--- src/rtl/hpt_pkg.sv ---
// shared types and constants of the heading pid turn controller
`timescale 1ns / 1ps
package hpt_pkg;

  localparam int GAIN_W     = 20;
  localparam int LIMIT_W    = 17;
  localparam int TOL_W      = 15;
  localparam int CNT_W      = 6;
  localparam int TICK_W     = 16;
  localparam int SPD_W      = 7;
  localparam int HEAD_W     = 16;
  localparam int ERR_W      = 16;
  localparam int SUM_W      = 18;
  localparam int DER_W      = 17;
  localparam int P_W        = 20;
  localparam int WRAP_W     = 18;
  localparam int DRIVE_W    = 8;
  localparam int STEP_W     = 5;
  localparam int CFG_IDX_W  = 3;
  localparam int CFG_DATA_W = 20;
  localparam int IN_DATA_W  = 40;
  localparam int OUT_DATA_W = 16;

  localparam int FULL_CIRCLE = 36000;
  localparam int HALF_CIRCLE = 18000;
  localparam int SPEED_MAX   = 100;
  localparam int COUNT_MAX   = 63;
  localparam int SPEED_DFLT  = -1;

  typedef enum logic {
    OP_START = 1'b0,
    OP_TICK  = 1'b1
  } op_e;

  typedef enum logic [CFG_IDX_W-1:0] {
    REG_PROP_GAIN     = 3'd0,
    REG_INTEG_GAIN    = 3'd1,
    REG_DERIV_GAIN    = 3'd2,
    REG_INTEG_LIMIT   = 3'd3,
    REG_TOLERANCE     = 3'd4,
    REG_SETTLE_TICKS  = 3'd5,
    REG_TIMEOUT_TICKS = 3'd6,
    REG_DEFAULT_SPEED = 3'd7
  } cfg_idx_e;

  typedef enum logic [8:0] {
    S_IDLE  = 9'b000000001,
    S_WRAP  = 9'b000000010,
    S_ERR   = 9'b000000100,
    S_SUM   = 9'b000001000,
    S_MUL   = 9'b000010000,
    S_CLAMP = 9'b000100000,
    S_SPD   = 9'b001000000,
    S_ABS   = 9'b010000000,
    S_OUT   = 9'b100000000
  } state_e;

  typedef struct packed {
    logic clr;
    logic en;
  } mac_ctrl_t;

endpackage

--- src/rtl/hpt_mac.sv ---
// msb-first shift-and-add accumulator, one multiplier bit per cycle while enabled
`timescale 1ns / 1ps
module hpt_mac #(
  parameter int ACC_W = 40
) (
  input  logic                    clk_i,
  input  hpt_pkg::mac_ctrl_t      ctrl_i,
  input  logic signed [ACC_W-1:0] addend_i,
  output logic signed [ACC_W-1:0] acc_o
);
  import hpt_pkg::*;

  logic signed [ACC_W-1:0] acc_q;
  logic signed [ACC_W-1:0] acc_d;

  always_comb begin
    acc_d = acc_q;
    if (ctrl_i.clr) begin
      acc_d = '0;
    end else if (ctrl_i.en) begin
      acc_d = $signed({acc_q[ACC_W-2:0], 1'b0}) + addend_i;
    end
  end

  always_ff @(posedge clk_i) begin
    acc_q <= acc_d;
  end

  assign acc_o = acc_q;

endmodule

--- src/rtl/heading_pid_turn.sv ---
// heading pid turn controller top level
//
//  channel   dir  signals                                  payload
//  s_axis    in   s_axis_tvalid_i/tready_o/tdata_i/tuser_i  op, target, speed, heading
//  m_axis    out  m_axis_tvalid_o/tready_i/tdata_o/tuser_o  left, right drive, done
//  cfg       in   cfg_we_i/cfg_idx_i/cfg_data_i             gains, limit, tolerance, ticks, speed
//
//  a start item or a tick with no move running goes from acceptance to the output
//  state, then s_axis_tready_o rises again; an active tick passes the wrap, error,
//  sum, multiply (gain bits), clamp, speed (speed bits), abs and output states.
//  one item is worked on at a time; the output register holds a result while
//  m_axis_tready_i is low and the next item may be accepted meanwhile.
//  rst_ni clears the control state and loads the default register values.
`timescale 1ns / 1ps
module heading_pid_turn #(
  parameter int GAIN_FRAC_BITS = 24
) (
  input  logic                            clk_i,
  input  logic                            rst_ni,
  input  logic                            s_axis_tvalid_i,
  output logic                            s_axis_tready_o,
  // target_heading [15:0], speed_req [23:16], heading [39:24]
  input  logic [hpt_pkg::IN_DATA_W-1:0]   s_axis_tdata_i,
  // op
  input  logic                            s_axis_tuser_i,
  output logic                            m_axis_tvalid_o,
  input  logic                            m_axis_tready_i,
  // left_drive [7:0], right_drive [15:8]
  output logic [hpt_pkg::OUT_DATA_W-1:0]  m_axis_tdata_o,
  // done_res
  output logic                            m_axis_tuser_o,
  input  logic                            cfg_we_i,
  input  logic [hpt_pkg::CFG_IDX_W-1:0]   cfg_idx_i,
  input  logic [hpt_pkg::CFG_DATA_W-1:0]  cfg_data_i
);
  import hpt_pkg::*;

  localparam int TOT_W = GAIN_FRAC_BITS + 2;
  localparam int ACC_W = (GAIN_FRAC_BITS + 9 > 40) ? GAIN_FRAC_BITS + 9 : 40;
  localparam logic signed [ACC_W-1:0] ONE = ACC_W'(1) << GAIN_FRAC_BITS;
  localparam logic [ACC_W-1:0] HALF = ACC_W'(1) << (GAIN_FRAC_BITS - 1);
  localparam logic signed [WRAP_W-1:0] CIRC  = WRAP_W'(FULL_CIRCLE);
  localparam logic signed [WRAP_W-1:0] CIRC2 = WRAP_W'(2 * FULL_CIRCLE);
  localparam logic signed [WRAP_W-1:0] HALFC = WRAP_W'(HALF_CIRCLE);
  localparam logic signed [WRAP_W-1:0] HALF3 = WRAP_W'(3 * HALF_CIRCLE);

  // configuration registers
  logic [GAIN_W-1:0]  prop_gain_q, integ_gain_q, deriv_gain_q;
  logic [LIMIT_W-1:0] integ_limit_q;
  logic [TOL_W-1:0]   tolerance_q;
  logic [CNT_W-1:0]   settle_ticks_q;
  logic [TICK_W-1:0]  timeout_ticks_q;
  logic [SPD_W-1:0]   default_speed_q;

  always_ff @(posedge clk_i or negedge rst_ni) begin
    if (!rst_ni) begin
      prop_gain_q     <= GAIN_W'(1864);
      integ_gain_q    <= GAIN_W'(37);
      deriv_gain_q    <= GAIN_W'(13981);
      integ_limit_q   <= LIMIT_W'(100000);
      tolerance_q     <= TOL_W'(200);
      settle_ticks_q  <= CNT_W'(20);
      timeout_ticks_q <= TICK_W'(250);
      default_speed_q <= SPD_W'(70);
    end else if (cfg_we_i) begin
      case (cfg_idx_e'(cfg_idx_i))
        REG_PROP_GAIN:     prop_gain_q     <= cfg_data_i[GAIN_W-1:0];
        REG_INTEG_GAIN:    integ_gain_q    <= cfg_data_i[GAIN_W-1:0];
        REG_DERIV_GAIN:    deriv_gain_q    <= cfg_data_i[GAIN_W-1:0];
        REG_INTEG_LIMIT:   integ_limit_q   <= cfg_data_i[LIMIT_W-1:0];
        REG_TOLERANCE:     tolerance_q     <= cfg_data_i[TOL_W-1:0];
        REG_SETTLE_TICKS:  settle_ticks_q  <= cfg_data_i[CNT_W-1:0];
        REG_TIMEOUT_TICKS: timeout_ticks_q <= cfg_data_i[TICK_W-1:0];
        REG_DEFAULT_SPEED: default_speed_q <= cfg_data_i[SPD_W-1:0];
        default: ;
      endcase
    end
  end

  // input fields
  logic [HEAD_W-1:0]        in_target, in_heading;
  logic signed [DRIVE_W-1:0] in_speed;
  logic                     in_accept;
  assign in_target  = s_axis_tdata_i[15:0];
  assign in_speed   = $signed(s_axis_tdata_i[23:16]);
  assign in_heading = s_axis_tdata_i[39:24];
  assign in_accept  = s_axis_tvalid_i && s_axis_tready_o;

  // move state
  state_e state_q, state_d;
  logic [HEAD_W-1:0]        goal_q, hd_q;
  logic [SPD_W-1:0]         speed_q;
  logic signed [SUM_W-1:0]  error_sum_q;
  logic signed [ERR_W-1:0]  prev_error_q, e_q;
  logic signed [DER_W-1:0]  deriv_q;
  logic [CNT_W-1:0]         settled_q;
  logic [TICK_W-1:0]        elapsed_q;
  logic                     active_q;
  logic [HEAD_W-1:0]        m_q;
  logic [GAIN_W-1:0]        gp_sr_q, gi_sr_q, gd_sr_q;
  logic [SPD_W-1:0]         spd_sr_q;
  logic [STEP_W-1:0]        step_q;
  logic signed [TOT_W-1:0]  tot_q;
  logic [ACC_W-1:0]         mag_q;
  logic                     neg_q;
  logic signed [DRIVE_W-1:0] res_left_q;
  logic                     res_done_q;
  logic signed [DRIVE_W-1:0] out_left_q;
  logic                     out_done_q, out_valid_q;

  // start speed selection
  logic [SPD_W-1:0] dflt_sat, start_spd;
  always_comb begin
    dflt_sat = (default_speed_q > SPD_W'(SPEED_MAX)) ? SPD_W'(SPEED_MAX) : default_speed_q;
    if (in_speed == DRIVE_W'(SPEED_DFLT)) begin
      start_spd = dflt_sat;
    end else if (in_speed[DRIVE_W-1]) begin
      start_spd = '0;
    end else if (in_speed[SPD_W-1:0] > SPD_W'(SPEED_MAX)) begin
      start_spd = SPD_W'(SPEED_MAX);
    end else begin
      start_spd = in_speed[SPD_W-1:0];
    end
  end

  // heading difference folded into 0..35999 plus at most one circle, then mapped to a signed error
  logic signed [WRAP_W-1:0] diff, fold, m_x, e_x;
  always_comb begin
    diff = $signed({2'b00, goal_q}) - $signed({2'b00, hd_q});
    if (diff < -CIRC) begin
      fold = diff + CIRC2;
    end else if (diff < 0) begin
      fold = diff + CIRC;
    end else begin
      fold = diff;
    end
    m_x = $signed({2'b00, m_q});
    if (m_x > HALF3) begin
      e_x = m_x - CIRC2;
    end else if (m_x > HALFC) begin
      e_x = m_x - CIRC;
    end else begin
      e_x = m_x;
    end
  end

  // error sum clamp, derivative, settle tracking
  logic signed [SUM_W:0]   sum_raw, lim, sum_c;
  logic signed [DER_W-1:0] deriv_x;
  logic [TOL_W-1:0]        abs_e;
  logic [CNT_W-1:0]        settled_x;
  logic [TICK_W-1:0]       elapsed_x;
  logic                    finish;
  always_comb begin
    sum_raw = {error_sum_q[SUM_W-1], error_sum_q}
            + {{(SUM_W+1-ERR_W){e_q[ERR_W-1]}}, e_q};
    lim = $signed({2'b00, integ_limit_q});
    if (sum_raw > lim) begin
      sum_c = lim;
    end else if (sum_raw < -lim) begin
      sum_c = -lim;
    end else begin
      sum_c = sum_raw;
    end
    deriv_x = {e_q[ERR_W-1], e_q} - {prev_error_q[ERR_W-1], prev_error_q};
    abs_e = e_q[ERR_W-1] ? TOL_W'(-e_q) : TOL_W'(e_q);
    if (abs_e <= tolerance_q) begin
      settled_x = (settled_q < CNT_W'(COUNT_MAX)) ? settled_q + 1'b1 : settled_q;
    end else begin
      settled_x = '0;
    end
    elapsed_x = elapsed_q + 1'b1;
    finish = (settled_x > settle_ticks_q) || (elapsed_x >= timeout_ticks_q);
  end

  // serial multiplier feed
  logic signed [P_W-1:0]   p_sum;
  logic signed [ACC_W-1:0] addend, acc;
  mac_ctrl_t               mac_ctrl;
  always_comb begin
    p_sum = (gp_sr_q[GAIN_W-1] ? {{(P_W-ERR_W){e_q[ERR_W-1]}}, e_q} : P_W'(0))
          + (gi_sr_q[GAIN_W-1] ? {{(P_W-SUM_W){error_sum_q[SUM_W-1]}}, error_sum_q}
                               : P_W'(0))
          + (gd_sr_q[GAIN_W-1] ? {{(P_W-DER_W){deriv_q[DER_W-1]}}, deriv_q} : P_W'(0));
    if (state_q == S_SPD) begin
      addend = spd_sr_q[SPD_W-1] ? {{(ACC_W-TOT_W){tot_q[TOT_W-1]}}, tot_q} : '0;
    end else begin
      addend = {{(ACC_W-P_W){p_sum[P_W-1]}}, p_sum};
    end
    mac_ctrl.clr = (state_q == S_SUM) || (state_q == S_CLAMP);
    mac_ctrl.en  = (state_q == S_MUL) || (state_q == S_SPD);
  end

  hpt_mac #(.ACC_W(ACC_W)) u_mac (
    .clk_i    (clk_i),
    .ctrl_i   (mac_ctrl),
    .addend_i (addend),
    .acc_o    (acc)
  );

  // total clamp and rounding
  logic signed [TOT_W-1:0]   tot_x;
  logic [ACC_W-1:0]          q_full;
  logic [DRIVE_W-1:0]        q8;
  logic signed [DRIVE_W-1:0] left_x;
  always_comb begin
    if (acc > ONE) begin
      tot_x = ONE[TOT_W-1:0];
    end else if (acc < -ONE) begin
      tot_x = TOT_W'(-ONE);
    end else begin
      tot_x = acc[TOT_W-1:0];
    end
    q_full = (mag_q + HALF) >> GAIN_FRAC_BITS;
    q8 = q_full[DRIVE_W-1:0];
    left_x = neg_q ? $signed(DRIVE_W'(0) - q8) : $signed(q8);
  end

  logic out_load;
  assign out_load = (state_q == S_OUT) && (!out_valid_q || m_axis_tready_i);

  always_comb begin
    state_d = state_q;
    case (state_q)
      S_IDLE: begin
        if (in_accept) begin
          if (op_e'(s_axis_tuser_i) == OP_TICK && active_q) begin
            state_d = S_WRAP;
          end else begin
            state_d = S_OUT;
          end
        end
      end
      S_WRAP:  state_d = S_ERR;
      S_ERR:   state_d = S_SUM;
      S_SUM:   state_d = S_MUL;
      S_MUL:   state_d = (step_q == STEP_W'(GAIN_W - 1)) ? S_CLAMP : S_MUL;
      S_CLAMP: state_d = S_SPD;
      S_SPD:   state_d = (step_q == STEP_W'(SPD_W - 1)) ? S_ABS : S_SPD;
      S_ABS:   state_d = S_OUT;
      S_OUT:   state_d = out_load ? S_IDLE : S_OUT;
      default: state_d = S_IDLE;
    endcase
  end

  always_ff @(posedge clk_i or negedge rst_ni) begin
    if (!rst_ni) begin
      state_q      <= S_IDLE;
      goal_q       <= '0;
      speed_q      <= '0;
      error_sum_q  <= '0;
      prev_error_q <= '0;
      settled_q    <= '0;
      elapsed_q    <= '0;
      active_q     <= 1'b0;
      step_q       <= '0;
      out_valid_q  <= 1'b0;
    end else begin
      state_q <= state_d;
      if (in_accept && op_e'(s_axis_tuser_i) == OP_START) begin
        goal_q       <= in_target;
        speed_q      <= start_spd;
        error_sum_q  <= '0;
        prev_error_q <= '0;
        settled_q    <= '0;
        elapsed_q    <= '0;
        active_q     <= 1'b1;
      end
      if (state_q == S_SUM) begin
        error_sum_q  <= sum_c[SUM_W-1:0];
        prev_error_q <= e_q;
        settled_q    <= settled_x;
        elapsed_q    <= elapsed_x;
        active_q     <= !finish;
      end
      if (state_q == S_MUL || state_q == S_SPD) begin
        step_q <= (state_d == state_q) ? step_q + 1'b1 : '0;
      end
      if (out_load) begin
        out_valid_q <= 1'b1;
      end else if (m_axis_tready_i) begin
        out_valid_q <= 1'b0;
      end
    end
  end

  // rounded drive lands in the result register once rnd_pending_q, set by the abs stage, is high
  logic rnd_pending_q;
  always_ff @(posedge clk_i or negedge rst_ni) begin
    if (!rst_ni) begin
      rnd_pending_q <= 1'b0;
    end else begin
      rnd_pending_q <= (state_q == S_ABS);
    end
  end

  logic signed [DRIVE_W-1:0] res_left_fix;
  assign res_left_fix = rnd_pending_q ? left_x : res_left_q;

  // datapath registers
  always_ff @(posedge clk_i) begin
    if (in_accept) begin
      hd_q       <= in_heading;
      res_left_q <= '0;
      res_done_q <= (op_e'(s_axis_tuser_i) == OP_TICK);
    end
    if (state_q == S_WRAP) begin
      m_q <= fold[HEAD_W-1:0];
    end
    if (state_q == S_ERR) begin
      e_q <= e_x[ERR_W-1:0];
    end
    if (state_q == S_SUM) begin
      deriv_q    <= deriv_x;
      gp_sr_q    <= prop_gain_q;
      gi_sr_q    <= integ_gain_q;
      gd_sr_q    <= deriv_gain_q;
      res_done_q <= finish;
    end
    if (state_q == S_MUL) begin
      gp_sr_q <= {gp_sr_q[GAIN_W-2:0], 1'b0};
      gi_sr_q <= {gi_sr_q[GAIN_W-2:0], 1'b0};
      gd_sr_q <= {gd_sr_q[GAIN_W-2:0], 1'b0};
    end
    if (state_q == S_CLAMP) begin
      tot_q    <= tot_x;
      spd_sr_q <= speed_q;
    end
    if (state_q == S_SPD) begin
      spd_sr_q <= {spd_sr_q[SPD_W-2:0], 1'b0};
    end
    if (state_q == S_ABS) begin
      neg_q <= acc[ACC_W-1];
      mag_q <= acc[ACC_W-1] ? ACC_W'(-acc) : ACC_W'(acc);
    end
    if (out_load) begin
      out_left_q <= res_left_fix;
      out_done_q <= res_done_q;
    end
    if (state_q == S_ABS) begin
      res_left_q <= '0;
    end
    if (rnd_pending_q) begin
      res_left_q <= left_x;
    end
  end

  assign s_axis_tready_o = (state_q == S_IDLE);
  assign m_axis_tvalid_o = out_valid_q;
  assign m_axis_tdata_o  = {DRIVE_W'(0) - out_left_q, out_left_q};
  assign m_axis_tuser_o  = out_done_q;

endmodule

--- config.mk ---
export PLATFORM = sky130hd
export DESIGN_NAME = heading_pid_turn
export DESIGN_NICKNAME = d
export VERILOG_FILES = /design/src/rtl/hpt_pkg.sv /design/src/rtl/hpt_mac.sv /design/src/rtl/heading_pid_turn.sv
export SDC_FILE = /design/constraint.sdc
export NUM_CORES = 1
export LEC_CHECK = 0
export ABC_AREA = 1
export BUFFER_PORTS_ARGS = -buffer_cell sky130_fd_sc_hd__buf_2
export CAP_MARGIN = 20
export CORE_MARGIN = 2
export CORE_UTILIZATION = 40
export CTS_CLUSTER_SIZE = 14
export DETAILED_ROUTE_END_ITERATION = 8
export HOLD_SLACK_MARGIN = 0.08
export PLACE_DENSITY = 0.53
export SLEW_MARGIN = 0
export SYNTH_ARGS = -nofsm -noshare
export SYNTH_HDL_FRONTEND = slang
export SYNTH_SLANG_ARGS = --single-unit
--- constraint.sdc ---
create_clock -name clk_i -period 6.9 [get_ports clk_i]
set_clock_uncertainty 0.15 [all_clocks]
set_input_delay 0.345 -clock clk_i [delete_from_list [all_inputs] [get_ports clk_i]]
set_output_delay 0.345 -clock clk_i [all_outputs]
set_load 0.01 [all_outputs]
==> metrics.log, run 1 <==
INFO  metric synth_commonest_cells = nand2_1 (922), inv_1 (533), nor2_1 (324), o21ai_0 (299), a21oi_1 (201)
INFO  metric timing.fmax = 172 MHz
INFO  metric worstSkewPairLatency = 0.65 ns
INFO  metric max-cap-violations = 0
INFO  metric ys.flop_type = edfxtp_1
INFO  metric synth_cell_types = 62
INFO  metric number_of_enable_type_register_cells_in_the_synthesized_netlist = 182
INFO  metric final_net_count = 4152
INFO  metric power-per-cell-area = 379 mW/mm²
INFO  metric grt_start_max_net_pins = 113
INFO  metric multiInputGateArea = 0.0146 mm²
INFO  metric dp_cells = 4690
INFO  metric async_flop_share = 49.0%
INFO  metric normalized_max_slew_margin = 28.9%
INFO  metric detailedRoute.firstPassIterationCount = 6
INFO  metric ctsHtreeMaxLevel = 2
INFO  metric first_global_vias = 23888
INFO  metric cts_made_buffers = 52
INFO  metric grt-ovfl-total = 0
INFO  metric setup.worst_path.class = reg2reg
INFO  metric post_layout_nonfiller_instances = 4861
INFO  metric postRouteWirelength = 80600 µm
INFO  metric run_status = finished, final reports clean
INFO  metric port_buffers = 87
INFO  metric post_drt_via_cell_ratio = 5.05
INFO  metric startpoint_type_of_the_worst_setup_path = flop
INFO  metric ys_seq_area_share = 40.9%
INFO  metric synth_most_common_cell = nand2_1
INFO  metric worst-path-max-fanout = 18
INFO  metric cts_max_path_buffers = 3
INFO  metric worstSetupEndpointType = flop
INFO  metric synth_top_cells_by_area = edfxtp_1 (19%), dfrtp_1 (16%), nand2_1 (12%), ha_1 (8.4%), inv_1 (6.9%)
INFO  metric initial_utilization = 40.4%
INFO  metric synth_area = 0.0289 mm²
INFO  metric power = 0.0124 W
INFO  metric chipWidth = 273 µm
INFO  metric finalSetupViolations = 0
INFO  metric num_vias = 24541
INFO  metric power.static_leakage = 15.7 nW
INFO  metric largest_family_of_logic_cells_by_synthesized_area = simple AND/OR/NAND/NOR gates
INFO  metric min_period = 5.82 ns
INFO  metric synth_area_leader_cell = edfxtp_1
INFO  metric unrepaired_setup_endpoints_after_global_routing = no
INFO  metric synth-seq-cells = 443
INFO  metric holdCritPathClass = in2reg
INFO  metric detail_route.drc_violations = 0
INFO  metric post-synth-top-area-fraction = 18.9%
INFO  metric globalRouteTotalUtil = 21.8%
INFO  metric clock_sink_count = 443
INFO  metric layout-drive-gt1-share = 7.55%
INFO  metric final_hold_violation_count = 0
INFO  metric pin_count = 88
INFO  metric n_fill_cell = 7204
INFO  metric placementRows = 98
INFO  metric synth_compound_area_share = 12.4%
INFO  metric totalNegativeSetupSlack = 0 ns
INFO  metric core_area = 0.0715 mm²
INFO  metric cts_root_buffer = clkbuf_16
INFO  metric drt-initial-drc-count = 1544
INFO  metric grt_antenna_before_repair = 0
INFO  metric synth.mux.area_fraction = 0.0346%
INFO  metric worstPathArrival = 6.22 ns
INFO  metric simple_gate_area_share_of_the_yosys_netlist = 23.8%
INFO  metric worst_ep_required = 7.30 ns
INFO  metric wire_per_inst = 16.6 µm
INFO  metric worst_ir_drop_vdd = 0.244 mV
INFO  metric syn2layout_area_growth = 13.5%
INFO  metric ys.warnings.count = 0
INFO  metric postSynthAreaPerCell = 7.76 µm²
INFO  metric final_min_period_over_clock_period = 84.4%
INFO  metric synthesis.nets = 4009
INFO  metric path_clk_slew = 0.06 ns
INFO  metric die_y = 273 µm
INFO  metric tightest_slew = 1.06 ns
INFO  metric sequential_cell_area = 0.0118 mm²
INFO  metric synth-adder-area-share = 10.0%
INFO  metric gp_congestion = 0.919
INFO  metric detailed_place_hpwl = 58800 µm
INFO  metric drtAntennaViolNets = 0
INFO  metric fp.dieArea = 0.0744 mm²
INFO  metric post_synth_xor_area_fraction = 4.19%
INFO  metric grt_first_pass_wirelength = 130000 µm
INFO  metric finalMaxSlewViolations = 0
INFO  metric netlist_instances = 3722
INFO  metric cts_tree = done
INFO  metric post_cts_resize_count = 0
## state kept, by name, summed over array words and instances (netlist names), 17 cells and up
name,count
deriv_gain_q,20
deriv_q,17
error_sum_q,18
gd_sr_q,20
gi_sr_q,20
gp_sr_q,20
integ_gain_q,20
integ_limit_q,17
prop_gain_q,20
tot_q,26
u_mac.acc_o,40
## layout make-up
type,count,share of cell area (%)
Antenna cell,2,0.0153
Clock buffer,71,4.49
Clock inverter,27,0.832
Inverter,545,6.24
Multi-Input combinational cell,2638,44.6
Sequential cell,443,36.0
Tap cell,950,3.62
Timing Repair Buffer,185,4.20
## where the power goes
group	leakage, nW	switching, W	internal [W]	total [W]
Combinational	10.1	0.00374	0.00204	0.00578
Sequential	4.77	0.000436	0.00344	0.00387
Clock	0.849	0.00120	0.00159	0.00278
## kinds of logic (layout without fill, tap and decap cells)
logic type               Yosys count  in the layout
AND/OR/NAND/NOR                 1636           1636
AO/OA/AOI/OAI                    647            647
buffers and inverters            641            828
flip-flops                       443            443
adder cells (fa/ha/maj)          218            218
XOR/XNOR                         136            136
multiplexers                       1              1
other                              0              2
## metal layers
layer	wire (µm)	up-vias	part of all wire (%)	global-route usage [%]
met5	0	-	0	0
met4	1460	0	1.8	4.81
met3	2900	99	3.6	2.15
met2	37700	405	47	36.8
met1	38600	11516	48	30.2
li1	-	12521	-	-
## repair_timing
action,in CTS,in global routing
buffers inserted,0,0
hold buffers,66,2
hold endpoints to repair,211,1
## cells in the final DEF, fill, tap and decap left out, types with 46 or more instances in the layout
| master | instances |
|---|---|
| nand2_1 | 922 |
| inv_1 | 532 |
| nor2_1 | 323 |
| o21ai_0 | 299 |
| a21oi_1 | 201 |
| ha_1 | 195 |
| nand3_1 | 186 |
| edfxtp_1 | 182 |
| dfrtp_1 | 179 |
| xor2_1 | 107 |
| nor3_1 | 87 |
| buf_2 | 86 |
| dlygate4sd3_1 | 68 |
| clkbuf_16 | 53 |
| nand4_1 | 46 |
## critical path: stages, from the launching register on
cell and delay, ns:
edfxtp_1 0.73, nand2_1 0.11, inv_1 0.10, fa_1 0.42, ha_1 0.28, fa_1 0.49
nand3_1 0.11, nand2_1 0.09, nand3_1 0.10, nand4_1 0.14, a21boi_0 0.30, nor2_1 0.07
nor2_1 0.12, xor2_1 0.32, a21oi_1 0.12, ha_1 0.37, nand2_1 0.11, nor2_1 0.27
inv_1 0.09, nor3_1 0.44, a21oi_1 0.23, o21ai_0 0.24, a21oi_1 0.09, o21ai_0 0.12
nand3_1 0.09, inv_1 0.07
## worst paths after layout
path / from / end / slack, ns / cells past startpoint
setup / recovery: gi_sr_q[19]$_DFFE_PP_ / u_mac.acc_o[22]$_SDFFE_PP0P_ / 1.08 / 25
hold / removal: cfg_idx_i[1] / integ_limit_q[6]$_DFFE_PN0P_ / 0.07 / 3
setup reg to reg: gi_sr_q[19]$_DFFE_PP_ / u_mac.acc_o[22]$_SDFFE_PP0P_ / 1.08 / 25
hold reg to reg: res_done_q$_DFFE_PP_ / m_axis_tuser_o$_DFFE_PP_ / 0.29 / 0
max in group asynchronous: rst_ni / integ_gain_q[9]$_DFFE_PN0P_ / 5.06 / 3
min in group asynchronous: rst_ni / elapsed_q[10]$_DFFE_PN0P_ / 0.21 / 2
## stage by stage
stage / instance area [µm²] / setup slack, ns / hold slack (ns) / util (%)
after floorplan: 28900 / 2.25 / -0.101 / -
after global placement: 30300 / 1.13 / 0.271 / 42.4
after detailed placement: 30300 / 1.16 / 0.269 / 42.4
after CTS: 32700 / 1.12 / 0.0861 / 45.8
after global routing: 32800 / 0.434 / 0.103 / 45.9
final: 32800 / 1.08 / 0.0704 / 45.9
(Power assumes the default switching activity.)
==> run 2, diff against run 1 <==
Settings changed: ABC_AREA 1 to 0, PLACE_DENSITY 0.53 to 0.55.
Clock period 6.9 ns to 5.3 ns, I/O delays scaled along.
==> metrics.log, run 2 <==
INFO  metric run_status = complete, but fails checks
INFO  metric failed_checks = setup timing
INFO  metric worst-path-max-fanout = 6 (-12)
INFO  metric finalMaxSlewViolations = 0 (unchanged)
INFO  metric largest_register_ff_count = 40 (unchanged)
INFO  metric drt-initial-drc-count = 1044 (-32%)
INFO  metric ff2ff_path_depth = 27 (+8.0%)
INFO  metric layout-drive-gt1-share = 23.1% (+16 points)
INFO  metric cts_root_buffer = clkbuf_16
INFO  metric synth_top_cells_by_area = edfxtp_1 (20%), dfrtp_1 (17%), ha_1 (9.1%), mux2_2 (4.5%), nand2_1 (4.3%)
INFO  metric ctsHtreeMaxLevel = 2 (unchanged)
INFO  metric worstSkewPairLatency = 0.61 ns (-0.04 ns)
INFO  metric pin_count = 88 (unchanged)
INFO  metric placementRows = 95 (-3.1%)
INFO  metric timing.fmax = 170 MHz (-1.2%)
INFO  metric final_net_count = 3348 (-19%)
INFO  metric timing.rr.end = u_mac.acc_o[31]$_SDFFE_PP0P_
INFO  metric final_min_period_over_clock_period = 111% (+27 points)
INFO  metric first_global_vias = 21531 (-9.9%)
INFO  metric synth_cell_types = 87 (+40%)
INFO  metric post-place-ws = -0.702 ns (-1.86 ns)
INFO  metric detailed_place_hpwl = 50500 µm (-14%)
INFO  metric cts_tree = done
INFO  metric antennaDiodeCount = 0 (-2)
INFO  metric power = 0.0128 W (+3.1%)
INFO  metric power.share.clock = 30.9% (+8.5 points)
INFO  metric detail_route.drc_violations = 0 (unchanged)
INFO  metric synth_area_leader_cell = edfxtp_1
INFO  metric totalNegativeSetupSlack = -8.10 ns (-8.10 ns)
INFO  metric layout_commonest_cell = nand2_1
INFO  metric globalRouteMet1Util = 27.0% (-3.2 points)
INFO  metric grt-ovfl-total = 0 (unchanged)
INFO  metric worst_ep_required = 5.63 ns (-1.67 ns)
INFO  metric worstSetupEndpointType = flop
INFO  metric grt_antenna_before_repair = 1 (+1)
INFO  metric switching_share = 33.2% (-10 points)
INFO  metric layout.core_utilization = 49.9% (+4.0 points)
INFO  metric most_used_cells_in_the_layout_excluding_fill_and_tap_cells = nand2_1 (305), buf_4 (214), ha_1 (191)
INFO  metric max-cap-violations = 0 (unchanged)
INFO  metric power.static_leakage = 14.8 nW (-5.9%)
INFO  metric number_of_enable_type_register_cells_in_the_synthesized_netlist = 182 (unchanged)
INFO  metric globalRouteTotalUtil = 20.4% (-1.4 points)
INFO  metric post-synth-top-area-fraction = 20.3% (+1.4 points)
INFO  metric internal_power = 0.00856 W (+21%)
INFO  metric fp.dieArea = 0.0694 mm² (-6.7%)
INFO  metric setup.worst_path.class = reg2reg
INFO  metric grt_first_pass_wirelength = 115000 µm (-12%)
INFO  metric ys.warnings.count = 0 (unchanged)
INFO  metric finalSetupViolations = 21 (+21)
INFO  metric postRouteWirelength = 71600 µm (-11%)
INFO  metric port_buffers = 87 (unchanged)
INFO  metric synth_area = 0.0269 mm² (-6.8%)
INFO  metric unrepaired_setup_endpoints_after_global_routing = yes
INFO  metric power.combinational.fraction = 34.3% (-12 points)
INFO  metric detailedRoute.firstPassIterationCount = 5 (-1)
INFO  metric drtAntennaViolNets = 0 (unchanged)
INFO  metric regToRegStartpoint = gi_sr_q[19]$_DFFE_PP_
INFO  metric final_hold_violation_count = 0 (unchanged)
INFO  metric post_layout_nonfiller_instances = 3978 (-18%)
INFO  metric synthesis.nets = 3008 (-25%)
INFO  metric cts_made_buffers = 52 (unchanged)
INFO  metric power.net_switching = 0.00426 W (-21%)
INFO  metric cts_max_path_buffers = 3 (unchanged)
INFO  metric worstPathArrival = 6.22 ns (about the same)
INFO  metric synth_commonest_cells = nand2_1 (311), ha_1 (195), inv_1 (190), edfxtp_1 (182), dfrtp_1 (179)
INFO  metric met3_usage = 2.41% (+0.26 points)
INFO  metric grt_start_max_net_pins = 84 (-26%)
INFO  metric die_y = 263 µm (-3.4%)
INFO  metric netlist_instances = 2721 (-27%)
INFO  metric holdCritPathClass = in2async
INFO  metric clock_sink_count = 443 (unchanged)
INFO  metric path_clk_slew = 0.06 ns (about the same)
INFO  metric synth_most_common_cell = nand2_1
INFO  metric layout_setup_ws = -0.591 ns (-1.67 ns)
INFO  metric postSynthAreaPerCell = 9.89 µm² (+27%)
INFO  metric dp_cells = 3783 (-19%)
INFO  metric normalized_max_slew_margin = 31.6% (+2.7 points)
INFO  metric chipWidth = 263 µm (-3.4%)
INFO  metric core_area = 0.0669 mm² (-6.4%)
INFO  metric seqPwrFrac = 34.8% (+3.7 points)
INFO  metric ys_seq_area_share = 43.9% (+3.0 points)
INFO  metric grt.met2_usage = 34.8% (-1.9 points)
INFO  metric wire_per_inst = 18.0 µm (+8.6%)
INFO  metric worst_ir_drop_vdd = 0.295 mV (+21%)
INFO  metric ys.flop_type = edfxtp_1
INFO  metric power-per-cell-area = 384 mW/mm² (+1.4%)
INFO  metric gp_congestion = 0.880 (-4.2%)
INFO  metric synth-seq-cells = 443 (unchanged)
INFO  metric num_vias = 21408 (-13%)
INFO  metric syn2layout_area_growth = 24.0%
INFO  metric initial_utilization = 40.2% (-0.19 points)
INFO  metric post_drt_via_cell_ratio = 5.38 (+6.6%)
INFO  metric tightest_slew = 1.02 ns (-0.0391 ns)
INFO  metric async_flop_share = 49.0% (unchanged)
INFO  metric min_period = 5.89 ns (+0.0687 ns)
INFO  metric grt_busiest_layer = met2
INFO  metric startpoint_type_of_the_worst_setup_path = flop
INFO  metric reg2reg_setup_slack = -0.59 ns (-1.67 ns)
run 2: what timing repair did:
action	4_1_cts	5_1_grt
pin swaps	58	82
cloned	0	2
endpoints found under the hold margin	238	0
buffers inserted	8	24
hold buffers	68	0
resized for setup	47	95
endpoints found under the setup margin	37	46
run 2: power by group through the flow:
stage / combinational, W / sequential, W / clock [W]
2_1_floorplan: 0.00305 / 0.00442 / 0
3_3_place_gp: 0.00404 / 0.00451 / 0
3_5_place_dp: 0.00414 / 0.00453 / 0
4_1_cts: 0.00427 / 0.00446 / 0.00405
5_1_grt: 0.00492 / 0.00452 / 0.00419
6_report: 0.00440 / 0.00446 / 0.00396
run 2: layout make-up:
cell class	instances	area [µm²]
Clock inverter	38	514
Fill cell	6103	33600
Inverter	190	716
Multi-Input combinational cell	1983	14800
Clock buffer	60	1390
Tap cell	873	1090
Sequential cell	443	11800
Timing Repair Buffer	391	3040
run 2: logic make-up (layout without fill, tap and decap cells):
kind of cell	count (synthesis)	in the layout	synth area share, %
xor+xnor	172	172	5.62
fa+ha+maj	218	218	10.8
flops	443	443	43.9
buf+inv	295	679	4.16
compound gates	650	650	15.9
simple gates	814	814	14.3
mux	129	129	5.30
run 2: per-layer routing:
metal / part of all wire [%] / up-vias
met1: 46 / 10511
met2: 48 / 385
met5: 0 / -
met4: 2.9 / 0
met3: 3.5 / 116
li1: - / 10396
run 2: per-stage QoR:
stage | hold slack, ns | cell area, µm²
2_1_floorplan | -0.181 | 27100
3_3_place_gp | 0.135 | 29900
3_5_place_dp | 0.134 | 29900
4_1_cts | 0.0865 | 32700
5_1_grt | 0.120 | 33400
6_report | 0.0670 | 33400
run 2: critical path, cell delays in order, from the launching register on:
cell and delay (ns):
edfxtp_1 0.49, nand2_2 0.09, fa_1 0.53, inv_2 0.06
ha_4 0.22, a21o_1 0.15, a21o_1 0.19, a2111oi_4 0.36
o31ai_2 0.12, o41a_1 0.35, buf_4 0.15, a21o_1 0.16
a21oi_2 0.14, xnor2_1 0.15, a21o_1 0.18, ha_4 0.20
a21o_1 0.17, a21o_1 0.19, a2111oi_4 0.32, o21ai_2 0.13
a221oi_4 0.37, o31ai_4 0.12, buf_4 0.14, buf_6 0.11
a21o_1 0.16, a21oi_2 0.12, xor2_1 0.16, o21ai_1 0.07
run 2: how the worst max path moves through the flow:
stage	depth (start not counted)	slack, ns	from	endpoint
after floorplan	27	-0.35	gi_sr_q[19]$_DFFE_PP_	u_mac.acc_o[37]$_SDFFE_PP0P_
after global placement	26	-0.62	gi_sr_q[19]$_DFFE_PP_	u_mac.acc_o[38]$_SDFFE_PP0P_
after detailed placement	28	-0.70	gi_sr_q[19]$_DFFE_PP_	u_mac.acc_o[38]$_SDFFE_PP0P_
after CTS	28	-0.70	gi_sr_q[19]$_DFFE_PP_	u_mac.acc_o[36]$_SDFFE_PP0P_
after global routing	27	-0.89	gi_sr_q[19]$_DFFE_PP_	u_mac.acc_o[37]$_SDFFE_PP0P_
final	27	-0.59	gi_sr_q[19]$_DFFE_PP_	u_mac.acc_o[31]$_SDFFE_PP0P_
==> run 3, diff against run 2 <==
Settings changed: CORE_UTILIZATION 40 to 25, PLACE_DENSITY 0.55 to 0.38.
==> metrics.log, run 3 (synthesis results as in run 2) <==
INFO  metric normalized_max_slew_margin = 34.0% (+2.4 points)
INFO  metric power.net_switching = 0.00435 W (+2.2%)
INFO  metric power-per-cell-area = 381 mW/mm² (-0.99%)
INFO  metric power.static_leakage = 15.0 nW (+1.1%)
INFO  metric run_status = complete, but fails checks
INFO  metric power.share.clock = 31.5% (+0.6 points)
INFO  metric detail_route.drc_violations = 0 (unchanged)
INFO  metric worst_ep_required = 5.65 ns (+0.02 ns)
INFO  metric syn2layout_area_growth = 27.7%
INFO  metric crit_path_max_incr_delay = 0.49 ns (-0.04 ns)
INFO  metric fp.dieArea = 0.110 mm² (+59%)
INFO  metric worst-path-max-fanout = 5 (-1)
INFO  metric layout_commonest_cell = nand2_1
INFO  metric worst_ir_drop_vdd = 0.282 mV (-4.2%)
INFO  metric grt_start_max_net_pins = 131 (+56%)
INFO  metric core_area = 0.107 mm² (+60%)
INFO  metric finalInstanceArea = 0.0344 mm² (+3.0%)
INFO  metric critPathMostFrequentCell = a21o_1
INFO  metric layout-drive-gt1-share = 23.7% (+0.62 points)
INFO  metric cp_num_buf_inv = 2 (-2)
INFO  metric internal_power = 0.00873 W (+2.0%)
INFO  metric tightest_slew = 0.984 ns (-0.0360 ns)
INFO  metric worstSkewPairLatency = 0.62 ns (about the same)
INFO  metric detailedRoute.firstPassIterationCount = 5 (unchanged)
INFO  metric cp-startpoint = gp_sr_q[19]$_DFFE_PP_
INFO  metric final_min_period_over_clock_period = 111% (+0.25 points)
INFO  metric finalMaxSlewViolations = 0 (unchanged)
INFO  metric finalSetupViolations = 23 (+9.5%)
INFO  metric final_net_count = 3377 (+0.87%)
INFO  metric critical_path.top_delay_family = compound AO/OA/AOI/OAI gates
INFO  metric layout_setup_ws = -0.605 ns (-0.0132 ns)
INFO  metric placementRows = 120 (+26%)
INFO  metric power = 0.0131 W (+2.0%)
INFO  metric grt-ovfl-total = 0 (unchanged)
INFO  metric wire_per_inst = 17.4 µm (-3.2%)
INFO  metric power.combinational.fraction = 34.3% (about the same)
INFO  metric worstSetupEndpointType = flop
INFO  metric cts_tree = done
INFO  metric detailed_place_hpwl = 56000 µm (+11%)
INFO  metric most_used_cells_in_the_layout_excluding_fill_and_tap_cells = nand2_1 (304), buf_4 (233), inv_1 (186), ha_1 (186), edfxtp_1 (182)
INFO  metric port_buffers = 87 (unchanged)
INFO  metric path_clk_slew = 0.06 ns (about the same)
INFO  metric drt-initial-drc-count = 1045 (+0.096%)
INFO  metric postRouteWirelength = 79200 µm (+11%)
INFO  metric setup.worst_path.class = reg2reg
INFO  metric grt_first_pass_wirelength = 124000 µm (+8.4%)
INFO  metric post_drt_via_cell_ratio = 4.67 (-13%)
INFO  metric timing.fmax = 169 MHz (-0.22%)
INFO  metric seqPwrFrac = 34.1% (-0.7 points)
INFO  metric pin_count = 88 (unchanged)
INFO  metric regToRegStartpoint = gp_sr_q[19]$_DFFE_PP_
INFO  metric largest_register_ff_count = 40 (unchanged)
INFO  metric clock_sink_count = 443 (unchanged)
INFO  metric holdCritPathClass = in2async
INFO  metric drtAntennaViolNets = 0 (unchanged)
INFO  metric unrepaired_setup_endpoints_after_global_routing = yes
INFO  metric failed_checks = setup timing
INFO  metric reg2reg_setup_slack = -0.60 ns (about the same)
INFO  metric chipWidth = 332 µm (+26%)
INFO  metric first_global_vias = 21729 (+0.92%)
INFO  metric cts_made_buffers = 56 (+7.7%)
INFO  metric gp_congestion = 0.800 (-9.1%)
INFO  metric initial_utilization = 25.2% (-15 points)
INFO  metric min_period = 5.90 ns (+0.0132 ns)
INFO  metric startpoint_type_of_the_worst_setup_path = flop
INFO  metric grt_antenna_before_repair = 1 (unchanged)
INFO  metric cts_max_path_buffers = 3 (unchanged)
INFO  metric die_y = 332 µm (+26%)
INFO  metric worstPathArrival = 6.26 ns (+0.04 ns)
INFO  metric num_vias = 21203 (-0.96%)
INFO  metric max-cap-violations = 0 (unchanged)
INFO  metric worst_path_max_delay_cell = fa_1
INFO  metric globalRouteTotalUtil = 14.1% (-6.3 points)
INFO  metric final_hold_violation_count = 0 (unchanged)
INFO  metric placedInstanceArea = 0.0308 mm² (+3.0%)
INFO  metric ctsHtreeMaxLevel = 2 (unchanged)
INFO  metric cts_root_buffer = clkbuf_16
INFO  metric switching_share = 33.3% (+0.044 points)
[run 3: cell count changes in the layout (fill, tap and decap cells not counted), moves of 4 or more]
| cell | previous run | this run |
|---|---|---|
| ha_4 | 2 | 6 |
| a21oi_2 | 28 | 24 |
| buf_4 | 214 | 233 |
| clkbuf_1 | 4 | 13 |
| clkbuf_8 | 2 | 8 |
| clkbuf_16 | 56 | 61 |
| ha_1 | 191 | 186 |
| dlygate4sd3_1 | 68 | 73 |
[run 3: cell type report]
cell class                 count  area [µm²]
antenna                        1        2.50
clock buffer                  81        1660
clock inverter                25         340
fill                       11061       72500
inverter                     190         718
multi-input combinational   1983       14800
sequential                   443       11800
tap                         1403        1760
timing repair buffer         416        3240
[run 3: power groups by stage]
stage | Sequential (W) | Clock, W | Combinational, W
2_1_floorplan | 0.00442 | 0 | 0.00305
3_3_place_gp | 0.00452 | 0 | 0.00420
3_5_place_dp | 0.00453 | 0 | 0.00425
4_1_cts | 0.00447 | 0.00428 | 0.00441
5_1_grt | 0.00453 | 0.00440 | 0.00507
6_report | 0.00447 | 0.00413 | 0.00449
[run 3: worst paths after layout]
kind                                              endpoint  cells after the start
hold / removal                    settled_q[1]$_DFFE_PN0P_                      2
hold reg to reg                    gd_sr_q[0]$_SDFFE_PP0P_                      2
setup / recovery              u_mac.acc_o[31]$_SDFFE_PP0P_                     25
setup reg to reg              u_mac.acc_o[31]$_SDFFE_PP0P_                     25
min in group clk_i         timeout_ticks_q[14]$_DFFE_PN0P_                      3
max in group asynchronous            step_q[0]$_DFFE_PN0P_                      3
[run 3: timing repair]
item	4_1_cts	5_1_grt
endpoints found under the hold margin	253	0
hold buffers	73	0
buffers inserted	11	18
gates resized for setup	41	119
setup endpoints to repair	41	46
pin swaps	40	85
gates cloned	1	1
[run 3: metrics by stage]
stage | setup WS (ns) | util [%] | hold WS [ns] | instances | setup TNS, ns
after floorplan | -0.350 | - | -0.181 | 2721 | -2.73
after global placement | -0.658 | 28.8 | 0.212 | 4343 | -11.32
after detailed placement | -0.687 | 28.8 | 0.219 | 4344 | -13.86
after CTS | -0.653 | 31.6 | 0.0905 | 4534 | -10.47
after global routing | -0.919 | 32.2 | 0.131 | 4541 | -16.80
final | -0.605 | 32.2 | 0.101 | 4542 | -8.92
[run 3: worst register-to-register path, cell delays in order (launching register included)]
cell and delay [ns]:
edfxtp_1 0.46, and2_4 0.20, fa_1 0.49, ha_4 0.24, a21o_1 0.15, a21o_1 0.19, a2111oi_4 0.36, o31ai_2 0.11
o41a_1 0.46, buf_4 0.16, a21o_1 0.16, a21oi_2 0.14, xnor2_1 0.14, a21o_1 0.17, ha_4 0.21, a21o_1 0.19
a21o_1 0.19, a2111oi_4 0.32, o21ai_2 0.11, a221oi_4 0.35, o31ai_4 0.13, buf_4 0.17, a21o_1 0.19, a21oi_2 0.13
xor2_1 0.17, o21ai_1 0.07
[run 3: routing by layer]
layer / GRT usage [%] / part of all wire, % / wire, µm / up-vias
li1: - / - / - / 10453
met1: 18.9 / 48 / 37800 / 10363
met2: 24.1 / 47 / 37400 / 283
met3: 1.66 / 2.9 / 2310 / 102
met4: 3.45 / 2.0 / 1620 / 2
met5: 0 / 0.011 / 9 / -
